File: src/hdl/psd_pkg.sv
package psd_pkg;

    // table geometry
    localparam int SOURCE_SLOTS     = 64;
    localparam int SLOT_W           = 6;
    localparam int SLOT_CNT_W       = 7;
    localparam int PORTS_PER_SOURCE = 16;
    localparam int PORT_IDX_W       = 4;
    localparam int MEM_PORTS        = SOURCE_SLOTS * PORTS_PER_SOURCE;
    localparam int PADDR_W          = SLOT_W + PORT_IDX_W;
    localparam int CNT_W            = 5;
    localparam int NOW_W            = 63;
    localparam int TNS_W            = 42;
    localparam logic [TNS_W-1:0] NS_PER_US = 42'd1000;

    // configuration register indexes
    localparam logic [7:0] REG_LAN_DEVICE = 8'd0;
    localparam logic [7:0] REG_WAN_DEVICE = 8'd1;
    localparam logic [7:0] REG_TIMEOUT_US = 8'd2;
    localparam logic [7:0] REG_PORT_LIMIT = 8'd3;

    // packet class decided at the front
    typedef enum logic [1:0] {
        CLS_NOL4,
        CLS_LAN,
        CLS_WAN,
        CLS_OTHER
    } psd_cls_t;

    // engine sequencer states
    typedef enum logic [2:0] {
        ST_IDLE,
        ST_MUL,
        ST_LIM,
        ST_SWEEP,
        ST_PRD,
        ST_PEV,
        ST_UPD,
        ST_DONE
    } psd_state_t;

    // table update kinds
    typedef enum logic [1:0] {
        UPD_REFRESH,
        UPD_ADD,
        UPD_TAKE,
        UPD_SCAN
    } psd_upd_t;

    typedef struct packed {
        logic [3:0]  lan_device_id;
        logic [3:0]  wan_device_id;
        logic [31:0] timeout_us;
        logic [4:0]  port_limit;
    } psd_cfg_t;

    typedef struct packed {
        logic [3:0]       dev;
        logic [31:0]      src;
        logic [15:0]      port;
        logic [NOW_W-1:0] now;
        psd_cls_t         cls;
        logic [3:0]       odev;
        logic             verdict;
    } psd_item_t;

endpackage

File: src/hdl/psd_front.sv
module psd_front
(
    input  logic               clk,
    input  logic               rst_n,
    input  logic               push,
    output logic               full,
    input  logic [3:0]         in_device,
    input  logic               has_l4,
    input  logic [31:0]        source_ip,
    input  logic [15:0]        dest_port,
    input  logic [62:0]        now_ns,
    input  logic               cfg_valid,
    output logic               cfg_ready,
    input  logic [7:0]         cfg_index,
    input  logic [31:0]        cfg_data,
    output psd_pkg::psd_cfg_t  cfg,
    output logic               item_vld,
    output psd_pkg::psd_item_t item,
    input  logic               item_take
);

    psd_pkg::psd_cfg_t  cfg_reg;
    psd_pkg::psd_item_t q_reg [2];
    logic               wr_ptr_reg;
    logic               rd_ptr_reg;
    logic [1:0]         cnt_reg;
    psd_pkg::psd_item_t cls_item;
    logic               do_push;

    assign cfg_ready = 1'b1;
    assign cfg       = cfg_reg;
    assign full      = (cnt_reg == 2'd2);
    assign item_vld  = (cnt_reg != 2'd0);
    assign item      = q_reg[rd_ptr_reg];
    assign do_push   = push && !full;

    // configuration registers
    always_ff @(posedge clk or negedge rst_n)
    begin
        if (!rst_n)
        begin
            cfg_reg.lan_device_id <= 4'd0;
            cfg_reg.wan_device_id <= 4'd1;
            cfg_reg.timeout_us    <= 32'd1000000;
            cfg_reg.port_limit    <= 5'd16;
        end
        else if (cfg_valid)
        begin
            case (cfg_index)
                psd_pkg::REG_LAN_DEVICE: cfg_reg.lan_device_id <= cfg_data[3:0];
                psd_pkg::REG_WAN_DEVICE: cfg_reg.wan_device_id <= cfg_data[3:0];
                psd_pkg::REG_TIMEOUT_US: cfg_reg.timeout_us    <= cfg_data;
                psd_pkg::REG_PORT_LIMIT: cfg_reg.port_limit    <= cfg_data[4:0];
                default: ;
            endcase
        end
    end

    // classify the request and precompute its scan-free verdict
    always_comb
    begin
        cls_item.dev  = in_device;
        cls_item.src  = source_ip;
        cls_item.port = dest_port;
        cls_item.now  = now_ns;
        if (!has_l4)
        begin
            cls_item.cls     = psd_pkg::CLS_NOL4;
            cls_item.odev    = in_device;
            cls_item.verdict = 1'b1;
        end
        else if (in_device == cfg_reg.lan_device_id)
        begin
            cls_item.cls     = psd_pkg::CLS_LAN;
            cls_item.odev    = cfg_reg.wan_device_id;
            cls_item.verdict = (cfg_reg.wan_device_id == in_device);
        end
        else if (in_device == cfg_reg.wan_device_id)
        begin
            cls_item.cls     = psd_pkg::CLS_WAN;
            cls_item.odev    = cfg_reg.lan_device_id;
            cls_item.verdict = (cfg_reg.lan_device_id == in_device);
        end
        else
        begin
            cls_item.cls     = psd_pkg::CLS_OTHER;
            cls_item.odev    = in_device;
            cls_item.verdict = 1'b1;
        end
    end

    // two-entry queue pointers
    always_ff @(posedge clk or negedge rst_n)
    begin
        if (!rst_n)
        begin
            wr_ptr_reg <= 1'b0;
            rd_ptr_reg <= 1'b0;
            cnt_reg    <= 2'd0;
        end
        else
        begin
            if (do_push)
                wr_ptr_reg <= !wr_ptr_reg;
            if (item_take)
                rd_ptr_reg <= !rd_ptr_reg;
            if (do_push && !item_take)
                cnt_reg <= cnt_reg + 2'd1;
            else if (!do_push && item_take)
                cnt_reg <= cnt_reg - 2'd1;
        end
    end

    // queue storage
    always_ff @(posedge clk)
    begin
        if (do_push)
            q_reg[wr_ptr_reg] <= cls_item;
    end

endmodule

File: config.mk
export PLATFORM = sky130hd
export DESIGN_NAME = psd_front
export DESIGN_NICKNAME = d
export VERILOG_FILES = /design/src/hdl/psd_pkg.sv /design/src/hdl/psd_front.sv
export SDC_FILE = /design/constraint.sdc
export NUM_CORES = 1
export LEC_CHECK = 0
export BUFFER_PORTS_ARGS = -buffer_cell sky130_fd_sc_hd__buf_2
export CORE_MARGIN = 2
export CORE_UTILIZATION = 30
export DETAILED_ROUTE_END_ITERATION = 10
export PLACE_DENSITY = 0.52
export SLEW_MARGIN = 15
export SYNTH_ARGS = -nofsm -noshare
export SYNTH_HDL_FRONTEND = slang
export SYNTH_SLANG_ARGS = --single-unit
File: constraint.sdc
create_clock -name clk -period 7.4 [get_ports clk]
set_input_delay 1.11 -clock clk [delete_from_list [all_inputs] [get_ports clk]]
set_output_delay 1.11 -clock clk [all_outputs]
set_load 0.005 [all_outputs]
==> out/qor.csv <==
stage;metric;value;unit
status;status;complete, no violations;
timing;max frequency;248;MHz
logic_synthesis;Primary FF master, synth;edfxtp_1;
timing;final setup vio count;0;
placed_design;DP HPWL;16500;um
placed_design;# port buffers;329;
logic_synthesis;Cells after Synth;535;
floorplan;Die Area;38600;sq um
floorplan;top-level port count;331;
final_layout;area delta synth->final;28.7;%
clocking;# clock sinks;293;
clocking;Max H-tree Level;2;
logic_synthesis;Synth area leaders;edfxtp_1 (66%), mux2_2 (14%), dfrtp_1 (9.0%);
power_and_ir_drop;Peak VDD IR;0.145;mV
logic_synthesis;sequential cell area fraction in the yosys report;77.1;%
timing;Worst-Margin Slew;0.996;ns
worst_setup_path;crit path kind;register to output port;
clocking;Post-CTS Setup Bufs;0;
timing;Min Clock Period, post-route;4.03;ns
timing;relative slew slack;33.6;%
global_routing;initial antenna violation count;3;
logic_synthesis;synth warn;0;
timing;fin crit share;54.5;%
worst_setup_path;CP max-delay cell;dfrtp_4;
logic_synthesis;EDFF count, synth;244;
timing;Setup TNS Final;0;ns
clocking;clk slew on worst S/H paths;0.06;ns
global_routing;GRT Util Overall;12.4;%
clocking;cts hold-fix bufs;0;
logic_synthesis;Syn Std Cell Area;11100;sq um
worst_setup_path;R2R Setup Slk;4.76;ns
routing;Residual DRC;0;
global_routing;grt total ovfl;0;
logic_synthesis;Synth area leader;edfxtp_1;
worst_setup_path;r2r endpoint;q_reg[1][74];
global_routing;met3 Use GR;4.35;%
floorplan;Die X;196;um
final_layout;Nets;1049;
worst_setup_path;worst endpoint required time;6.29;ns
timing;Hold Vio Cnt, Final;0;
timing;Pins Over Slew Limit;0;
worst_setup_path;crit end category;output port;
global_routing;largest net degree at the start of global routing;66;
worst_setup_path;critical path startpoint category;register;
power_and_ir_drop;leakage;5.82;nW
clocking;CTS resizes;0;
clocking;total CTS buffers;34;
worst_hold_path;Hold Path Class;register to register;
routing;1st-iter DRT viols;236;
power_and_ir_drop;Power Dens Cells;351;nW/um^2
worst_setup_path;CP max stage delay;0.97;ns
worst_hold_path;cell count of the worst hold path;1;
routing;Routed Antenna Nets;0;
logic_synthesis;post-synth net total;698;
clocking;Root Buffer;clkbuf_16;
timing;Setup Skew;0.0144;ns
logic_synthesis;Seq cells post-synth;293;
routing;WL per Instance;17.8;um
floorplan;die height;196;um
floorplan;CORE AREA;36500;sq um
routing;routed vias;6017;
logic_synthesis;Post-Syn Area per Cell;20.8;sq um
floorplan;num rows;70;
global_routing;grt met2 use;20.2;%
worst_hold_path;min-delay src;cnt_reg[1];
global_routing;GRT busiest layer;met2;
global_routing;met1 Track Usage GR;15.6;%
logic_synthesis;number of distinct library cells after synthesis;33;
global_routing;global-route wire length before repair;36600;um
worst_setup_path;worst-path cell chain;buf_4 -> mux2_2 -> buf_2;
clocking;CTS tree;built;
floorplan;Initial Util;30.4;%
logic_synthesis;area share of the largest cell type after synthesis;65.9;%
final_layout;layout cells sized above 1;61.5;%
clocking;worst skew pair latency;0.51;ns
worst_setup_path;Reg2Reg Launch Point;cnt_reg[0];
logic_synthesis;Synth async-reset ratio;16.7;%
logic_synthesis;Post-synth top cells;edfxtp_1 (244), mux2_2 (137), dfrtp_1 (40);
routing;Routed WL;24600;um
global_routing;vias in the first global route;6298;
logic_synthesis;top-count cell post-synth;edfxtp_1;
routing;DR pass1 iterations;4;
clocking;clk buf depth;3;
placed_design;GPL Wtd Cong;0.736;
worst_setup_path;crit path DAT;2.92;ns
power_and_ir_drop;Pwr Total;5.03;mW
final_layout;Largest register FFs;244;
final_layout;fill cell count;3406;
run;max-cap viol count;0;
timing;RSZ-0062 raised after global routing;no;
worst_setup_path;Worst Path Max Fanout;62;
worst_setup_path;Reg2Reg Depth;3;
routing;vias per cell;4.36;
worst_hold_path;Min-Delay Endpoint;cnt_reg[1];
[final cells by class]
cell class	count	area (sq um)	area share, %
flip-flops and latches	293	8570	59.9
multi-input cells	215	2420	16.9
repair buffers	334	1680	11.8
clock buffers	50	932	6.52
well taps	468	586	4.09
clock inverters	11	80.1	0.560
inverters	8	30.0	0.210
diodes	1	2.50	0.0175
[layer usage]
layer | routed length, um | share of wire, %
met1 | 10200 | 41
met2 | 11700 | 47
met3 | 2280 | 9.3
met4 | 440 | 1.8
met5 | 41 | 0.17
[kinds of logic (layout without fill, tap and decap cells)]
family          count (synthesis)  in the layout  share of synthesized area, %
compound gates                  5              5                         0.360
xor+xnor                       13             13                          1.02
fa+ha+maj                       2              2                         0.225
buf+inv                        27            403                          1.25
flops                         293            293                          77.1
mux                           167            167                          17.9
other cells                     1              2                        0.0337
simple gates                   27             27                          2.09
[cells in the final DEF (no fill, tap or decap), types with 2 or more instances in the layout]
cell type	n
and2_1	2
edfxtp_1	244
clkbuf_1	15
clkinv_2	3
mux2_4	30
clkbuf_16	35
a221oi_1	4
nor3b_1	4
xor2_1	7
buf_2	329
clkinv_1	5
nor2b_1	5
buf_4	5
dfstp_2	9
dfrtp_1	39
mux2_2	137
xnor2_1	6
nand2_1	2
ha_1	2
inv_1	8
nand2b_1	2
[worst max path at each step]
stage                     from  depth (start not counted)           to  slack [ns]
global route        rd_ptr_reg                          3     item[90]        3.19
finish              rd_ptr_reg                          3     item[90]        3.37
CTS                 rd_ptr_reg                          3     item[25]        3.25
floorplan                 push                          2  q_reg[0][0]        0.53
detailed placement  rd_ptr_reg                          3     item[25]        3.80
global placement    rd_ptr_reg                          3     item[54]        3.80
[power breakdown]
group / total [mW] / switching [mW] / internal, mW
registers: 2.33 / 0.147 / 2.19
logic: 1.17 / 0.577 / 0.592
clock network: 1.53 / 0.618 / 0.908
total: 5.03 / 1.34 / 3.69
[stage by stage]
step / hold slack, ns / utilization, % / area [sq um] / cells / worst slack, ns
after floorplan: 0.456 / - / 11100 / 535 / 0.526
after global placement: 0.473 / 36.4 / 13300 / 1318 / 3.80
after detailed placement: 0.478 / 36.4 / 13300 / 1318 / 3.80
after CTS: 0.491 / 39.2 / 14300 / 1379 / 3.25
after global routing: 0.526 / 39.2 / 14300 / 1379 / 3.19
final: 0.489 / 39.2 / 14300 / 1380 / 3.37
[critical path, delay by kind of cell (launching register included)]
kind     cells  cell delay (ns)
mux          1             0.44
buf+inv      2             0.91
flops        1             0.97
Note: power is estimated with default switching activity, not from simulation.
